### src/hdl/aru_pkg.sv
// ----------------------------------------------------------------------------
// aru_pkg
// Shared constants and types for the ARP / UDP echo responder.
// ----------------------------------------------------------------------------
package aru_pkg;

   localparam int HDR_LEN    = 42;
   localparam int UDP_DECIDE = 37;
   localparam int ARP_DECIDE = 41;
   localparam int POS_W      = 6;

   localparam logic [1:0] CSR_OWN_MAC   = 2'd0;
   localparam logic [1:0] CSR_OWN_IP    = 2'd1;
   localparam logic [1:0] CSR_ECHO_PORT = 2'd2;

   localparam logic [15:0] ETH_ARP  = 16'h0806;
   localparam logic [15:0] ETH_IPV4 = 16'h0800;
   localparam logic [7:0]  IP_UDP   = 8'd17;
   localparam logic [15:0] ARP_REQ  = 16'h0001;
   localparam logic [15:0] ARP_REP  = 16'h0002;

   // element j is wire byte j of the header
   typedef logic [HDR_LEN-1:0][7:0] hdr_type;

   typedef struct packed {
      logic shift;
      logic load;
   } cell_ctl_type;

endpackage

### src/hdl/aru_cell.sv
// ----------------------------------------------------------------------------
// aru_cell
// One byte cell of the header chain: hold, take neighbour's byte, or load.
// ----------------------------------------------------------------------------
module aru_cell (
   input  logic                  clock,
   input  aru_pkg::cell_ctl_type ctl,
   input  logic [7:0]            load_val,
   input  logic [7:0]            next_val,
   output logic [7:0]            value_o
);

   logic [7:0] val_ff;
   logic [7:0] val_in;

   always_comb begin
      val_in = val_ff;
      if (ctl.load) begin
         val_in = load_val;
      end else if (ctl.shift) begin
         val_in = next_val;
      end
   end

   always_ff @(posedge clock) begin
      val_ff <= val_in;
   end

   assign value_o = val_ff;

endmodule

### src/hdl/aru_chain.sv
// ----------------------------------------------------------------------------
// aru_chain
// Row of header cells. Bytes enter at the top cell and move towards cell 0.
// ----------------------------------------------------------------------------
module aru_chain (
   input  logic                  clock,
   input  aru_pkg::cell_ctl_type ctl,
   input  logic [7:0]            shift_in,
   input  aru_pkg::hdr_type      load_vals,
   output aru_pkg::hdr_type      cells_o
);

   for (genvar i = 0; i < aru_pkg::HDR_LEN; i++) begin : g_cell
      logic [7:0] nxt;
      if (i == aru_pkg::HDR_LEN - 1) begin : g_top
         assign nxt = shift_in;
      end else begin : g_mid
         assign nxt = cells_o[i+1];
      end
      aru_cell u_cell (
         .clock    (clock),
         .ctl      (ctl),
         .load_val (load_vals[i]),
         .next_val (nxt),
         .value_o  (cells_o[i])
      );
   end

endmodule

### src/hdl/arp_and_udp_echo_responder_core.sv
// ----------------------------------------------------------------------------
// arp_and_udp_echo_responder_core
// Answers ARP requests for own_ip and mirrors UDP datagrams to echo_port.
// ----------------------------------------------------------------------------
// Path: a matching frame's rewritten header loads into the header chain at its
// decision byte (byte 37 for UDP, 41 for ARP), then leaves via the output
// register; pass bytes go straight to it. Throughput: one byte per cycle when
// not back-pressured; input stalls while 38 (UDP) or 42 (ARP) bytes drain.
// Reset: synchronous; clears control and CSRs; header cells, rsp data not reset.
module arp_and_udp_echo_responder_core (
   input  logic        clock,
   input  logic        reset,
   input  logic        req_tvalid,
   output logic        req_tready,
   input  logic [7:0]  req_tdata,   // [7:0] data_byte
   input  logic        req_tlast,   // frame_end
   output logic        rsp_tvalid,
   input  logic        rsp_tready,
   output logic [7:0]  rsp_tdata,   // [7:0] out_byte
   output logic        rsp_tlast,   // out_end
   input  logic        csr_valid,
   output logic        csr_ready,
   input  logic [1:0]  csr_index,
   input  logic [47:0] csr_data
);

   typedef enum logic [3:0] {
      ST_WAIT  = 4'b0001,
      ST_DRAIN = 4'b0010,
      ST_PASS  = 4'b0100,
      ST_DROP  = 4'b1000
   } state_type;

   localparam logic [aru_pkg::POS_W-1:0] UDP_POS = aru_pkg::POS_W'(aru_pkg::UDP_DECIDE);
   localparam logic [aru_pkg::POS_W-1:0] ARP_POS = aru_pkg::POS_W'(aru_pkg::ARP_DECIDE);
   localparam logic [aru_pkg::POS_W-1:0] UDP_CNT = aru_pkg::POS_W'(aru_pkg::UDP_DECIDE + 1);
   localparam logic [aru_pkg::POS_W-1:0] ARP_CNT = aru_pkg::POS_W'(aru_pkg::ARP_DECIDE + 1);

   state_type                   state_ff, state_in;
   logic [aru_pkg::POS_W-1:0]   pos_ff, pos_in;
   logic [aru_pkg::POS_W-1:0]   cnt_ff, cnt_in;
   logic                        end_pend_ff, end_pend_in;
   logic                        rsp_valid_ff, rsp_valid_in;
   logic [7:0]                  rsp_byte_ff, rsp_byte_in;
   logic                        rsp_last_ff, rsp_last_in;
   logic [47:0]                 own_mac_ff;
   logic [31:0]                 own_ip_ff;
   logic [15:0]                 echo_port_ff;

   aru_pkg::hdr_type      cells;
   aru_pkg::hdr_type      hu, ha, ru, ra, load_vals;
   aru_pkg::cell_ctl_type ctl;

   logic out_free;
   logic req_beat;
   logic wait_beat;
   logic pass_beat;
   logic drain_step;
   logic udp_hit;
   logic arp_hit;

   assign out_free   = !rsp_valid_ff || rsp_tready;
   assign req_beat   = req_tvalid && req_tready;
   assign wait_beat  = req_beat && (state_ff == ST_WAIT);
   assign pass_beat  = req_beat && (state_ff == ST_PASS);
   assign drain_step = (state_ff == ST_DRAIN) && out_free;

   always_comb begin
      case (state_ff)
         ST_WAIT:  req_tready = !reset;
         ST_DROP:  req_tready = !reset;
         ST_PASS:  req_tready = out_free;
         ST_DRAIN: req_tready = 1'b0;
         default:  req_tready = 1'b0;
      endcase
   end

   // header views with the current byte appended, byte 0 in element 0
   always_comb begin
      hu        = '0;
      hu[37:0]  = {req_tdata, cells[41:5]};
      ha        = {req_tdata, cells[41:1]};
   end

   assign udp_hit = (pos_ff == UDP_POS) && ({hu[12], hu[13]} == aru_pkg::ETH_IPV4) &&
                    (hu[23] == aru_pkg::IP_UDP) && ({hu[36], hu[37]} == echo_port_ff);
   assign arp_hit = (pos_ff == ARP_POS) && ({ha[12], ha[13]} == aru_pkg::ETH_ARP) &&
                    ({ha[20], ha[21]} == aru_pkg::ARP_REQ) &&
                    ({ha[38], ha[39], ha[40], ha[41]} == own_ip_ff);

   // UDP: swap MACs, IPs and ports
   always_comb begin
      ru = hu;
      for (int i = 0; i < 6; i++) begin
         ru[i]   = hu[6+i];
         ru[6+i] = hu[i];
      end
      for (int i = 0; i < 4; i++) begin
         ru[26+i] = hu[30+i];
         ru[30+i] = hu[26+i];
      end
      for (int i = 0; i < 2; i++) begin
         ru[34+i] = hu[36+i];
         ru[36+i] = hu[34+i];
      end
   end

   // ARP: request into reply
   always_comb begin
      ra = ha;
      for (int i = 0; i < 6; i++) begin
         ra[i]    = ha[6+i];
         ra[6+i]  = own_mac_ff[8*(5-i) +: 8];
         ra[32+i] = ha[22+i];
         ra[22+i] = own_mac_ff[8*(5-i) +: 8];
      end
      for (int i = 0; i < 4; i++) begin
         ra[38+i] = ha[28+i];
         ra[28+i] = own_ip_ff[8*(3-i) +: 8];
      end
      ra[20] = aru_pkg::ARP_REP[15:8];
      ra[21] = aru_pkg::ARP_REP[7:0];
   end

   assign load_vals = udp_hit ? ru : ra;
   assign ctl.load  = wait_beat && (udp_hit || arp_hit);
   assign ctl.shift = (wait_beat && !(udp_hit || arp_hit)) || drain_step;

   aru_chain u_chain (
      .clock     (clock),
      .ctl       (ctl),
      .shift_in  (req_tdata),
      .load_vals (load_vals),
      .cells_o   (cells)
   );

   always_comb begin
      state_in     = state_ff;
      pos_in       = pos_ff;
      cnt_in       = cnt_ff;
      end_pend_in  = end_pend_ff;
      rsp_valid_in = rsp_valid_ff && !rsp_tready;
      rsp_byte_in  = rsp_byte_ff;
      rsp_last_in  = rsp_last_ff;
      case (state_ff)
         ST_WAIT: begin
            if (wait_beat) begin
               pos_in = pos_ff + 1'b1;
               if (udp_hit || arp_hit) begin
                  state_in    = ST_DRAIN;
                  pos_in      = '0;
                  cnt_in      = udp_hit ? UDP_CNT : ARP_CNT;
                  end_pend_in = req_tlast;
               end else if (req_tlast) begin
                  pos_in = '0;
               end else if (pos_ff == ARP_POS) begin
                  state_in = ST_DROP;
                  pos_in   = '0;
               end
            end
         end
         ST_DRAIN: begin
            if (drain_step) begin
               rsp_valid_in = 1'b1;
               rsp_byte_in  = cells[0];
               rsp_last_in  = end_pend_ff && (cnt_ff == 1);
               cnt_in       = cnt_ff - 1'b1;
               if (cnt_ff == 1) begin
                  state_in = end_pend_ff ? ST_WAIT : ST_PASS;
               end
            end
         end
         ST_PASS: begin
            if (pass_beat) begin
               rsp_valid_in = 1'b1;
               rsp_byte_in  = req_tdata;
               rsp_last_in  = req_tlast;
               if (req_tlast) begin
                  state_in = ST_WAIT;
               end
            end
         end
         ST_DROP: begin
            if (req_beat && req_tlast) begin
               state_in = ST_WAIT;
            end
         end
         default: begin
            state_in = ST_WAIT;
            pos_in   = '0;
         end
      endcase
   end

   always_ff @(posedge clock) begin
      if (reset) begin
         state_ff     <= ST_WAIT;
         pos_ff       <= '0;
         cnt_ff       <= '0;
         end_pend_ff  <= 1'b0;
         rsp_valid_ff <= 1'b0;
         own_mac_ff   <= '0;
         own_ip_ff    <= '0;
         echo_port_ff <= '0;
      end else begin
         state_ff     <= state_in;
         pos_ff       <= pos_in;
         cnt_ff       <= cnt_in;
         end_pend_ff  <= end_pend_in;
         rsp_valid_ff <= rsp_valid_in;
         if (csr_valid) begin
            case (csr_index)
               aru_pkg::CSR_OWN_MAC:   own_mac_ff   <= csr_data;
               aru_pkg::CSR_OWN_IP:    own_ip_ff    <= csr_data[31:0];
               aru_pkg::CSR_ECHO_PORT: echo_port_ff <= csr_data[15:0];
               default: ;
            endcase
         end
      end
   end

   always_ff @(posedge clock) begin
      rsp_byte_ff <= rsp_byte_in;
      rsp_last_ff <= rsp_last_in;
   end

   assign csr_ready  = !reset;
   assign rsp_tvalid = rsp_valid_ff;
   assign rsp_tdata  = rsp_byte_ff;
   assign rsp_tlast  = rsp_last_ff;

endmodule

### config.mk
export PLATFORM = sky130hd
export DESIGN_NAME = arp_and_udp_echo_responder_core
export DESIGN_NICKNAME = d
export VERILOG_FILES = /design/src/hdl/aru_pkg.sv /design/src/hdl/aru_cell.sv /design/src/hdl/aru_chain.sv /design/src/hdl/arp_and_udp_echo_responder_core.sv
export SDC_FILE = /design/constraint.sdc
export NUM_CORES = 1
export LEC_CHECK = 0
export ABC_AREA = 1
export BUFFER_PORTS_ARGS = -buffer_cell sky130_fd_sc_hd__buf_2
export CAP_MARGIN = 10
export CORE_MARGIN = 4
export CORE_UTILIZATION = 40
export DETAILED_ROUTE_END_ITERATION = 6
export MAX_ROUTING_LAYER = met4
export SLEW_MARGIN = 40
export SYNTH_ARGS = -nofsm -noshare
export SYNTH_HDL_FRONTEND = slang
export SYNTH_SLANG_ARGS = --single-unit
### constraint.sdc
create_clock -name clock -period 31.9 [get_ports clock]
set_input_delay 3.19 -clock clock [delete_from_list [all_inputs] [get_ports clock]]
set_output_delay 3.19 -clock clock [all_outputs]
set_load 0.005 [all_outputs]
### After elaboration in Yosys (flattened, before gate mapping)

Cells that the tools add are included.

| word-level totals | value |
|---|---|
| register bits | 459 |
| output and inout port bits | 12 |
| logic and storage cells | 231 |

| cells by class | value |
|---|---|
| $add $sub $neg | 2 |
| eq/ne operators | 24 |
| mux-type cells | 116 |
| bitwise gates (word level) | 1 |
| reduce and logical (&&, ||, !) cells | 36 |

Operator list:

| operator | count |
|---|---|
| 2-to-1 mux 8 bit | 86 |
| 2-to-1 mux 336 bit | 1 |
| 2-to-1 mux 6 bit | 7 |
| 2-to-1 mux 4 bit | 10 |
| equality test 16 x 12 -> 1 bit (second input constant) | 2 |
| equality test 32 bit | 1 |
| one-hot mux 6 bit (2 select lines) | 2 |
| equality test 16 x 1 -> 1 bit (second input constant) | 1 |
| equality test 16 bit | 1 |
| one-hot mux 4 bit (4 select lines) | 1 |
| one-hot mux 8 bit (2 select lines) | 1 |
| logical AND 1 bit | 15 |
| equality test 6 bit (second input constant) | 2 |
| != test 2 bit (second input constant) | 5 |
| equality test 8 x 5 -> 1 bit (second input constant) | 1 |
| AND reduction 2 bit | 4 |
| AND reduction 8 bit | 1 |
| adder 6 x 1 -> 6 bit (second input constant) | 1 |
| equality test 6 x 1 -> 1 bit (second input constant) | 1 |
| one-hot mux 1 bit (2 select lines) | 3 |
| AND reduction 3 bit | 2 |
| nonzero test 2 bit | 3 |
| subtractor 6 x 1 -> 6 bit (second input constant) | 1 |
| equality test 4 x 1 -> 1 bit (second input constant) | 1 |
| 17 further kinds | 26 |

### Longest topological paths before layout

Gate-level depths: netlist (run 1).

| logic depth | value |
|---|---|
| word-level depth | 10 |
| mapped depth | 16 |
| mapped depth without buffers | 15 |

### Modules after synthesis

Synthesis (run 1) repeated with hierarchy kept, for this count alone.

| unflattened totals | value |
|---|---|
| cells, all modules | 3267 |
| area, all modules | 24432.2 um2 |

By module, submodules not included:

| module | times used | cells an instance | area each (um2) | seq. area each (um2) |
|---|---|---|---|---|
| aru_cell | 42 | 35 | 351.6 | 240.2 |
| arp_and_udp_echo_responder_core | 1 | 1797 | 9665.5 | 2552.4 |

### Worst setup path after synthesis (run 1)

No wires, ideal clock.

| path | value |
|---|---|
| kind | input port to flip-flop |
| from | in reset |
| to | reg u_chain.g_cell[0].u_cell.val_ff[0] (enable) |
| arrival time | 27.104 ns |
| required time | 30.401 ns |
| slack | 3.297 ns |
| stages on the path | 6 |
| path through | buf_2 inv_1 nand2_1 o21ai_2 nand2_2 o21ai_0 |

| on the way | value |
|---|---|
| longest elaborated chain between the ends | 7 |
| elaborated cells between the ends (all ways) | 8 |
| those cells by class | mux: 1; reduce/logical: 7 |

Ends and longest elaborated chain:

| item | line | source |
|---|---|---|
| from (decl) | arp_and_udp_echo_responder_core.sv:12 | `input logic reset,` |
| logical NOT 1 bit (*) | arp_and_udp_echo_responder_core.sv:70, arp_and_udp_echo_responder_core.sv:71 |  |
| one-hot mux 1 bit (2 select lines) (*) | arp_and_udp_echo_responder_core.sv:69 | `case (state_ff)` |
| via req_tready | arp_and_udp_echo_responder_core.sv:14 | `output logic req_tready,` |
| logical AND 1 bit (*) | arp_and_udp_echo_responder_core.sv:63 | `assign req_beat = req_tvalid && req_tready;` |
| logical AND 1 bit (*) | arp_and_udp_echo_responder_core.sv:64 | `assign wait_beat = req_beat && (state_ff == ST_WAIT);` |
| logical AND 1 bit | arp_and_udp_echo_responder_core.sv:127 | `assign ctl.shift = (wait_beat && !(udp_hit \|\| arp_hit)) \|\| drain_step;` |
| logical OR 1 bit | arp_and_udp_echo_responder_core.sv:127 |  |
| nonzero test 2 bit (no source line) (*) | n/a |  |
| to (signal assigned) | aru_cell.sv:26 | `val_ff <= val_in;` |
| to (decl) | aru_cell.sv:13 | `logic [7:0] val_ff;` |

The timed path passes the listed nets; every way through them passes the cells marked *.
A chain may end at the register's enable or synchronous reset.

### Worst setup path in the final report (run 1)

| path | value |
|---|---|
| from | in reset |
| to | out req_tready |

| on the way | value |
|---|---|
| longest elaborated chain between the ends | 2 |

Ends and longest elaborated chain:

| item | line |
|---|---|
| logical NOT 1 bit | arp_and_udp_echo_responder_core.sv:70, arp_and_udp_echo_responder_core.sv:71 |
| one-hot mux 1 bit (2 select lines) | arp_and_udp_echo_responder_core.sv:69 |
| to (decl) | arp_and_udp_echo_responder_core.sv:14 |

No other way between the ends.

==> results.cfg, run 1 <==
[drt]
first_iter_violations = 1930
via_per_inst = 5.36
post_drt_wl_per_cell_um = 20.7
remaining_drc_errors = 0
ant_nets = 0
drt-pass1-iter-count = 6
postRouteWirelength_um = 63400
dr_total_vias = 16417

[worst_setup_path]
worstPathArrival_ns = 4.78
worstPathRequired_ns = 28.71
setup.worst_path.start_class = input pin
worst-path-max-fanout = 56
timing.setup.critical_path_class = input pin to primary output
critical_path.reg2reg.startpoint = u_chain.g_cell[17].u_cell.value_o[7]
critPathCaptureType = primary output
startpoint = reset

[timing]
whs_ns = 0.463
relSlewSlack = 0.423
hold_viol = 0
final.min_clock_period_ns = 7.97
fmax_mhz = 125
timing.clock.skew_ns = 0.0221
finalMaxSlewViolations = 0
post_route_clock_period_utilization = 0.250
worst_pin_slew_ns = 0.865
fin_tns_setup_ns = 0
unrepaired_setup_endpoints_after_global_routing = no
setup_viol = 0

[floorplanning]
chipWidth_um = 237
floorplan.initialDensity = 0.406
floorplan.die.height_um = 237
rows = 83
floorplan.core_area_um2 = 51600
fp.dieArea_um2 = 56100
pin_count = 76

[synthesis]
synth_largest_area_cell = edfxtp_1
synthCells = 2317
syn_area_um2 = 21000
synth.net_count = 2385
synth_area_leaders = edfxtp_1, nand2_1, dfxtp_1
synth_largest_type_area_fraction = 0.494
synthArstFlopShare = 0
synth_warnings = 0
yosys.cell_types.count = 31
post_synth.cell_area_avg_um2 = 9.05
ys_dominant_reg_cell = edfxtp_1
number_of_flops_mapped_to_enable_cells_by_yosys = 345
synth.yosys.seq_area_share = 0.603
synth.ff_latch_count = 459

[run_status]
outcome = finished, final reports clean

[grt]
grt_pass1_wl_um = 94400
grt_pass1_vias = 15436
globalRouteOverflowTotal = 0
grt_max_degree = 108
grt_use_total = 0.225
initial_antenna_violation_count = 1

[min_path]
min_from = echo_port_ff[2]
hold_path_class = register to register

[placed_design]
hpwl_after_detailed_placement_um = 43500
number_of_buffers_added_on_ports = 75
finalWeightedCongestion = 0.903

[clocking]
tritoncts = built
clock_transition_time_at_the_flip_flop_clock_pins_of_the_worst_setup_and_hold_paths_ns = 0.06
clock_latency_reported_for_the_late_side_of_the_worst_skew_pair_ns = 0.60
num_cts_buffers = 50
clock_tree.root_cell = clkbuf_16
htree_num_levels = 2
ctsLongestPathBuffers = 3
ctsResizeCount = 0
post_cts_buffers = 0
cts-hold-fix-buffers = 0
clock_sink_count = 459

[power]
power.ir.vdd_worst_mv = 0.0378
p_leak_uw = 0.00954
power_density_nw_per_um2 = 56.7

[finish]
finalNetCount = 2411
layout-area-overhead-vs-synth_pct = 12.2
drive_above_1_share = 0.0801

[job]
timing.max_cap.violations = 0
[synth_stat cells, drive strengths merged (22+ instances only)]
cell type and instances:
a21oi 49, a22oi 125, buf 57, clkbuf 65
dfxtp 114, edfxtp 345, inv 179, nand2 754
nand3 44, nand4 22, nor2 236, o21ai 268
xnor2 24
[path summary, 6_finish.rpt]
kind	slack (ns)	cells past startpoint	endpoint
max reg2reg	27.48	12	u_chain.g_cell[11].u_cell.value_o[3]
min reg2reg	0.46	2	echo_port_ff[2]
min	0.46	2	echo_port_ff[2]
max	23.93	6	req_tready
[cell type report]
| class | count | area, um^2 |
|---|---|---|
| timing repair buffer | 96 | 604 |
| tap | 680 | 851 |
| inverter | 180 | 687 |
| antenna | 1 | 2.50 |
| clock inverter | 27 | 225 |
| clock buffer | 66 | 1380 |
| fill | 5001 | 28100 |
| multi-input combinational | 1556 | 7130 |
| sequential | 459 | 12600 |
[cell usage in the layout, fill, tap and decap left out, types with 2 or more instances in the layout]
cell type / Yosys / final
nand2_1: 752 / 751
edfxtp_1: 345 / 345
o21ai_0: 267 / 266
nor2_1: 235 / 235
inv_1: 172 / 169
a22oi_1: 125 / 125
dfxtp_1: 114 / 114
buf_2: 46 / 75
clkbuf_16: 0 / 50
a21oi_1: 49 / 49
nand3_1: 43 / 42
xnor2_1: 24 / 24
nand4_1: 21 / 21
buf_4: 5 / 13
clkinv_1: 1 / 12
o22ai_1: 9 / 9
clkbuf_1: 65 / 9
clkinv_2: 0 / 8
inv_2: 7 / 7
xor2_1: 7 / 7
clkbuf_8: 0 / 7
nor3_1: 6 / 6
buf_6: 4 / 5
ha_1: 4 / 4
bufinv_16: 0 / 3
nand2_2: 2 / 2
or2_2: 2 / 2
nor4_1: 3 / 2
nand3b_1: 2 / 2
inv_6: 0 / 2
clkinv_4: 0 / 2
buf_16: 0 / 2
[sequential cells by signal (all words and copies together) (netlist names), 4 cells and up]
name and count:
u_chain.g_cell.u_cell.value_o 336, own_ip_ff 32, rsp_tdata 8, cnt_ff 6, echo_port_ff 16, pos_ff 6, state_ff 4, own_mac_ff 48
[power breakdown]
part | internal (uW) | total (uW) | switching (uW) | leakage [uW]
Sequential | 669 | 687 | 17.6 | 0.00417
Combinational | 23.0 | 72.6 | 49.6 | 0.00459
Clock | 329 | 575 | 246 | 0.000788
[logic make-up (layout without fill, tap and decap cells)]
kind of cell | after synthesis | count (layout) | synth area share
simple gates | 1070 | 1070 | 0.199
buf+inv | 302 | 369 | 0.0591
fa+ha+maj | 4 | 4 | 0.00239
compound gates | 451 | 451 | 0.123
flops | 459 | 459 | 0.603
xor+xnor | 31 | 31 | 0.0130
other cells | 0 | 1 | 0
[worst max-delay path: stages]
cell	delay [ns]
buf_2	0.17
inv_2	0.47
buf_4	0.55
nand2_1	0.12
o21ai_2	0.11
buf_2	0.14
[metal layers]
layer / share of wire / vias up / track usage
li1: - / 7822 / -
met1: 0.44 / 7711 / 0.322
met2: 0.44 / 774 / 0.326
met3: 0.089 / 110 / 0.0415
met4: 0.032 / 0 / 0.0688
met5: 0 / - / -
[stage by stage]
step	worst slack [ns]	power [uW]	instances	cell area [um^2]	util
after floorplan	3.30	758	2317	21000	-
after global placement	23.97	768	2969	21800	0.423
after detailed placement	23.96	771	2971	21900	0.424
after CTS	23.96	1340	3064	23500	0.456
after global routing	23.79	1380	3065	23500	0.456
final	23.93	1330	3065	23500	0.456
No activity file was read; power rests on OpenSTA's default activity.
==> run 2: changes to the inputs <==
Settings changed: ABC_AREA 1 to 0.
Clock period 31.9 ns to 8.2 ns, I/O delays scaled along.
==> results.cfg, run 2 <==
[synthesis]
synth_largest_area_cell = edfxtp_1
synth.ff_latch_count = 459
synth.net_count = 1987
number_of_flops_mapped_to_enable_cells_by_yosys = 345
synthCells = 1919
post_synth_most_frequent_cells = edfxtp_1, nand2_1, a21oi_1
synth_largest_type_area_fraction = 0.503
ys_dominant_reg_cell = edfxtp_1
post_synth.cell_area_avg_um2 = 10.7
synth.yosys.seq_area_share = 0.614
synthArstFlopShare = 0
yosys.cell_types.count = 48
synth_area_leaders = edfxtp_1, dfxtp_1, a21oi_1
syn_area_um2 = 20600
synth_warnings = 0
synthMostInstantiatedCell = edfxtp_1

[clocking]
clock_latency_reported_for_the_late_side_of_the_worst_skew_pair_ns = 0.58
post_cts_buffers = 0
clock_transition_time_at_the_flip_flop_clock_pins_of_the_worst_setup_and_hold_paths_ns = 0.06
htree_num_levels = 2
ctsResizeCount = 0
ctsLongestPathBuffers = 3
clock_sink_count = 459
num_cts_buffers = 49
clock_tree.root_cell = clkbuf_16
cts-hold-fix-buffers = 0
tritoncts = built

[grt]
grt_pass1_vias = 14633
grt_max_degree = 163
grt.busiest_layer = met2
globalRouteOverflowTotal = 0
groute.layer.met3.usage = 0.0286
gr-usage-met2 = 0.354
grt_pass1_wl_um = 94300
met1_usage = 0.306
initial_antenna_violation_count = 1
grt_use_total = 0.226

[floorplanning]
fp.dieArea_um2 = 55200
floorplan.initialDensity = 0.408
chipWidth_um = 235
floorplan.die.height_um = 235
rows = 82
floorplan.core_area_um2 = 50500
pin_count = 76

[drt]
postRouteWirelength_um = 63000
drt-pass1-iter-count = 5
dr_total_vias = 15456
post_drt_wl_per_cell_um = 23.9
first_iter_violations = 2061
remaining_drc_errors = 0
via_per_inst = 5.87
ant_nets = 0

[power]
power_density_nw_per_um2 = 216
power.ir.vdd_worst_mv = 0.135
p_leak_uw = 0.00803
post-layout-total-power_uw = 4960

[finish]
largest_register_ffs = 336
layout-area-overhead-vs-synth_pct = 11.5
finalNetCount = 1992
drive_above_1_share = 0.127
multi_input_combinational_cell_area_um2 = 7370
finalCoreUtilization = 0.455
antenna_cells = 0
number_of_filler_instances_in_the_final_layout = 4723
most_common_cell_after_layout_fill_and_taps_aside = edfxtp_1
layout_common_cells = edfxtp_1, nand2_1, a21oi_1
regArea_um2 = 12600

[worst_setup_path]
setup.worst_path.start_class = register
worstPathArrival_ns = 4.40
worstPathRequired_ns = 8.58
timing.setup.critical_path_class = register to register
worst-path-max-fanout = 59
critPathCaptureType = register

[placed_design]
place_worst_setup_slack_ns = 3.95
finalWeightedCongestion = 0.917
number_of_buffers_added_on_ports = 75
hpwl_after_detailed_placement_um = 41200

[timing]
post_route_clock_period_utilization = 0.489
timing.clock.skew_ns = 0.0164
final.min_clock_period_ns = 4.01
unrepaired_setup_endpoints_after_global_routing = no
worst_pin_slew_ns = 0.892
setup_slack_ns = 4.19
fin_tns_setup_ns = 0
finalMaxSlewViolations = 0
fmax_mhz = 249
relSlewSlack = 0.406
setup_viol = 0
hold_viol = 0

[job]
timing.max_cap.violations = 0

[run_status]
outcome = finished, final reports clean

[min_path]
hold_path_class = register to register
[run 2: cell types whose count changed in the layout (fill, tap and decap cells not counted), sizes merged, moves of 18 or more]
cell	delta
nand2	-445
o21ai	-236
a21oi	+219
inv	-173
o22ai	+154
a22oi	-124
mux2	+75
nor2	-54
mux2i	+24
nor2b	+21
a21o	+18
nor4	+18
[run 2: cells by family (layout without fill, tap and decap cells)]
| family | Yosys count | count (layout) | share of synthesized area |
|---|---|---|---|
| fa+ha+maj | 4 | 4 | 0.00243 |
| mux | 99 | 99 | 0.0527 |
| flops | 459 | 459 | 0.614 |
| simple gates | 645 | 645 | 0.136 |
| buf+inv | 149 | 192 | 0.0304 |
| compound gates | 508 | 508 | 0.141 |
| xor+xnor | 55 | 55 | 0.0234 |
[run 2: cell type report]
class / instances / area share
clock buffer: 71 / 0.0592
clock inverter: 18 / 0.00398
inverter: 6 / 0.000981
multi-input combinational: 1311 / 0.321
sequential: 459 / 0.551
tap: 672 / 0.0366
timing repair buffer: 97 / 0.0274
[run 2: worst paths after layout]
check / startpoint / endpoint / slack (ns) / cells after the start
min: echo_port_ff[2] / echo_port_ff[2] / 0.47 / 2
max: u_chain.g_cell[17].u_cell.value_o[5] / u_chain.g_cell[0].u_cell.value_o[7] / 4.19 / 7
max reg2reg: u_chain.g_cell[17].u_cell.value_o[5] / u_chain.g_cell[0].u_cell.value_o[7] / 4.19 / 7
min reg2reg: echo_port_ff[2] / echo_port_ff[2] / 0.47 / 2
[run 2: through the flow]
stage	hold slack (ns)	cell area, um^2	std cells
after floorplan	0.448	20600	1919
after global placement	0.455	21400	2543
after detailed placement	0.459	21500	2544
after CTS	0.443	22900	2633
after global routing	0.469	23000	2634
final	0.467	23000	2634
[run 2: metal layers]
layer	wire (um)	vias to the layer above
met2	30000	559
met5	0	-
met1	27200	7723
met4	2210	0
met3	3600	110
li1	-	7064
[run 2: where the power goes]
part | internal (uW) | switching [uW]
clock | 1150 | 906
combinational | 80.0 | 159
sequential | 2590 | 78.7
total | 3820 | 1140
[run 2: critical path, cell delays in order, from the launching register on]
cell      delay [ns]
edfxtp_1        0.41
nor4_1          0.72
nand4_1         0.27
or3_4           0.66
a21oi_4         0.70
buf_4           0.65
nor2_1          0.08
a21oi_1         0.24
==> run 3: changes to the inputs <==
Clock period 8.2 ns to 3.95 ns, I/O delays scaled along.
==> results.cfg, run 3 (synthesis gave the netlist of run 2 again) <==
[run_status]
outcome = finished, final reports clean

[finish]
largest_register_ffs = 336
layout-area-overhead-vs-synth_pct = 13.1
most_common_cell_after_layout_fill_and_taps_aside = edfxtp_1
layout_common_cells = edfxtp_1, nand2_1, a21oi_1
finalCoreUtilization = 0.461
drive_above_1_share = 0.133
number_of_filler_instances_in_the_final_layout = 4695
finalNetCount = 2000

[clocking]
clock_transition_time_at_the_flip_flop_clock_pins_of_the_worst_setup_and_hold_paths_ns = 0.06
htree_num_levels = 2
ctsResizeCount = 0
tritoncts = built
post_cts_buffers = 0
num_cts_buffers = 50
ctsLongestPathBuffers = 3
clock_latency_reported_for_the_late_side_of_the_worst_skew_pair_ns = 0.60
clock_tree.root_cell = clkbuf_16
clock_sink_count = 459
cts-hold-fix-buffers = 0

[worst_setup_path]
critPathCaptureType = register
setup.worst_path.start_class = register
critical_path.reg2reg.startpoint = u_chain.g_cell[41].u_cell.value_o[7]
worstPathRequired_ns = 4.27
timing.setup.critical_path_class = register to register
timing.reg2reg.setup_slack_ns = 0.58
worst-path-max-fanout = 89
startpoint = u_chain.g_cell[41].u_cell.value_o[7]
worstPathArrival_ns = 3.69

[floorplanning]
floorplan.core_area_um2 = 50500
chipWidth_um = 235
rows = 82
floorplan.initialDensity = 0.408
pin_count = 76
floorplan.die.height_um = 235
fp.dieArea_um2 = 55200

[power]
power.ir.vdd_worst_mv = 0.325
p_leak_uw = 0.00817
power_density_nw_per_um2 = 459
share_comb_of_total_power = 0.047
seq_power_share = 0.517
pwr-share-clk = 0.436
cellInternalPower_uw = 8260
power.switching_uw = 2440
sw_frac_of_total = 0.228

[drt]
via_per_inst = 5.82
postRouteWirelength_um = 63400
drt-pass1-iter-count = 5
dr_total_vias = 15412
post_drt_wl_per_cell_um = 23.9
ant_nets = 0
first_iter_violations = 1633
remaining_drc_errors = 0

[timing]
unrepaired_setup_endpoints_after_global_routing = no
fmax_mhz = 297
timing.clock.skew_ns = 0.0233
finalMaxSlewViolations = 0
worst_pin_slew_ns = 0.844
setup_viol = 0
fin_tns_setup_ns = 0
final.min_clock_period_ns = 3.37
hold_viol = 0
whs_ns = 0.0386
post_route_clock_period_utilization = 0.854
relSlewSlack = 0.437

[grt]
globalRouteOverflowTotal = 0
grt_use_total = 0.227
grt_pass1_vias = 14854
grt_max_degree = 162
grt_pass1_wl_um = 94800
initial_antenna_violation_count = 0

[min_path]
min_from = csr_data[19]
hold_path_class = input pin to register

[placed_design]
number_of_buffers_added_on_ports = 75
finalWeightedCongestion = 0.893
hpwl_after_detailed_placement_um = 42300

[job]
timing.max_cap.violations = 0
[run 3: power groups by stage]
stage / Clock (uW) / Sequential (uW) / Combinational (uW)
floorplan: 0 / 5560 / 305
global placement: 0 / 5630 / 491
detailed placement: 0 / 5640 / 500
CTS: 4730 / 5540 / 502
global route: 4950 / 5550 / 550
finish: 4660 / 5530 / 506
[run 3: through the flow]
step | setup slack, ns | cell area (um^2) | instances | power [uW]
floorplan | 0.788 | 20600 | 1919 | 5860
global placement | 0.556 | 21600 | 2550 | 6130
detailed placement | 0.590 | 21700 | 2552 | 6140
CTS | 0.632 | 23300 | 2646 | 10800
global route | 0.419 | 23300 | 2646 | 11000
finish | 0.578 | 23300 | 2648 | 10700
[run 3: cell type report]
cell class / count / area (um^2) / area share
Tap cell: 672 / 841 / 0.0361
Clock inverter: 22 / 223 / 0.00956
Inverter: 6 / 22.5 / 0.000967
Clock buffer: 72 / 1390 / 0.0599
Antenna cell: 2 / 5.00 / 0.000215
Multi-Input combinational cell: 1311 / 7370 / 0.317
Sequential cell: 459 / 12600 / 0.543
Timing Repair Buffer: 104 / 787 / 0.0338
[run 3: final timing paths]
| check | endpoint | cells after the start |
|---|---|---|
| worst max-delay path | u_chain.g_cell[2].u_cell.value_o[4] | 8 |
| worst max register to register | u_chain.g_cell[2].u_cell.value_o[4] | 8 |
| worst min-delay path | own_mac_ff[19] | 3 |
| worst min register to register | echo_port_ff[0] | 2 |
[run 3: routing by layer]
metal / global-route usage / wire length [um]
met5: - / 0
met4: 0.0872 / 2520
met3: 0.0315 / 4260
met2: 0.360 / 30300
met1: 0.299 / 26300
[run 3: critical path: stages, from the launching register on]
cell,delay [ns]
edfxtp_1,0.45
xor2_1,0.18
nor4_1,0.46
nand4_1,0.28
or3_4,0.67
buf_12,0.30
buf_4,0.30
o22ai_1,0.23
a21oi_1,0.10
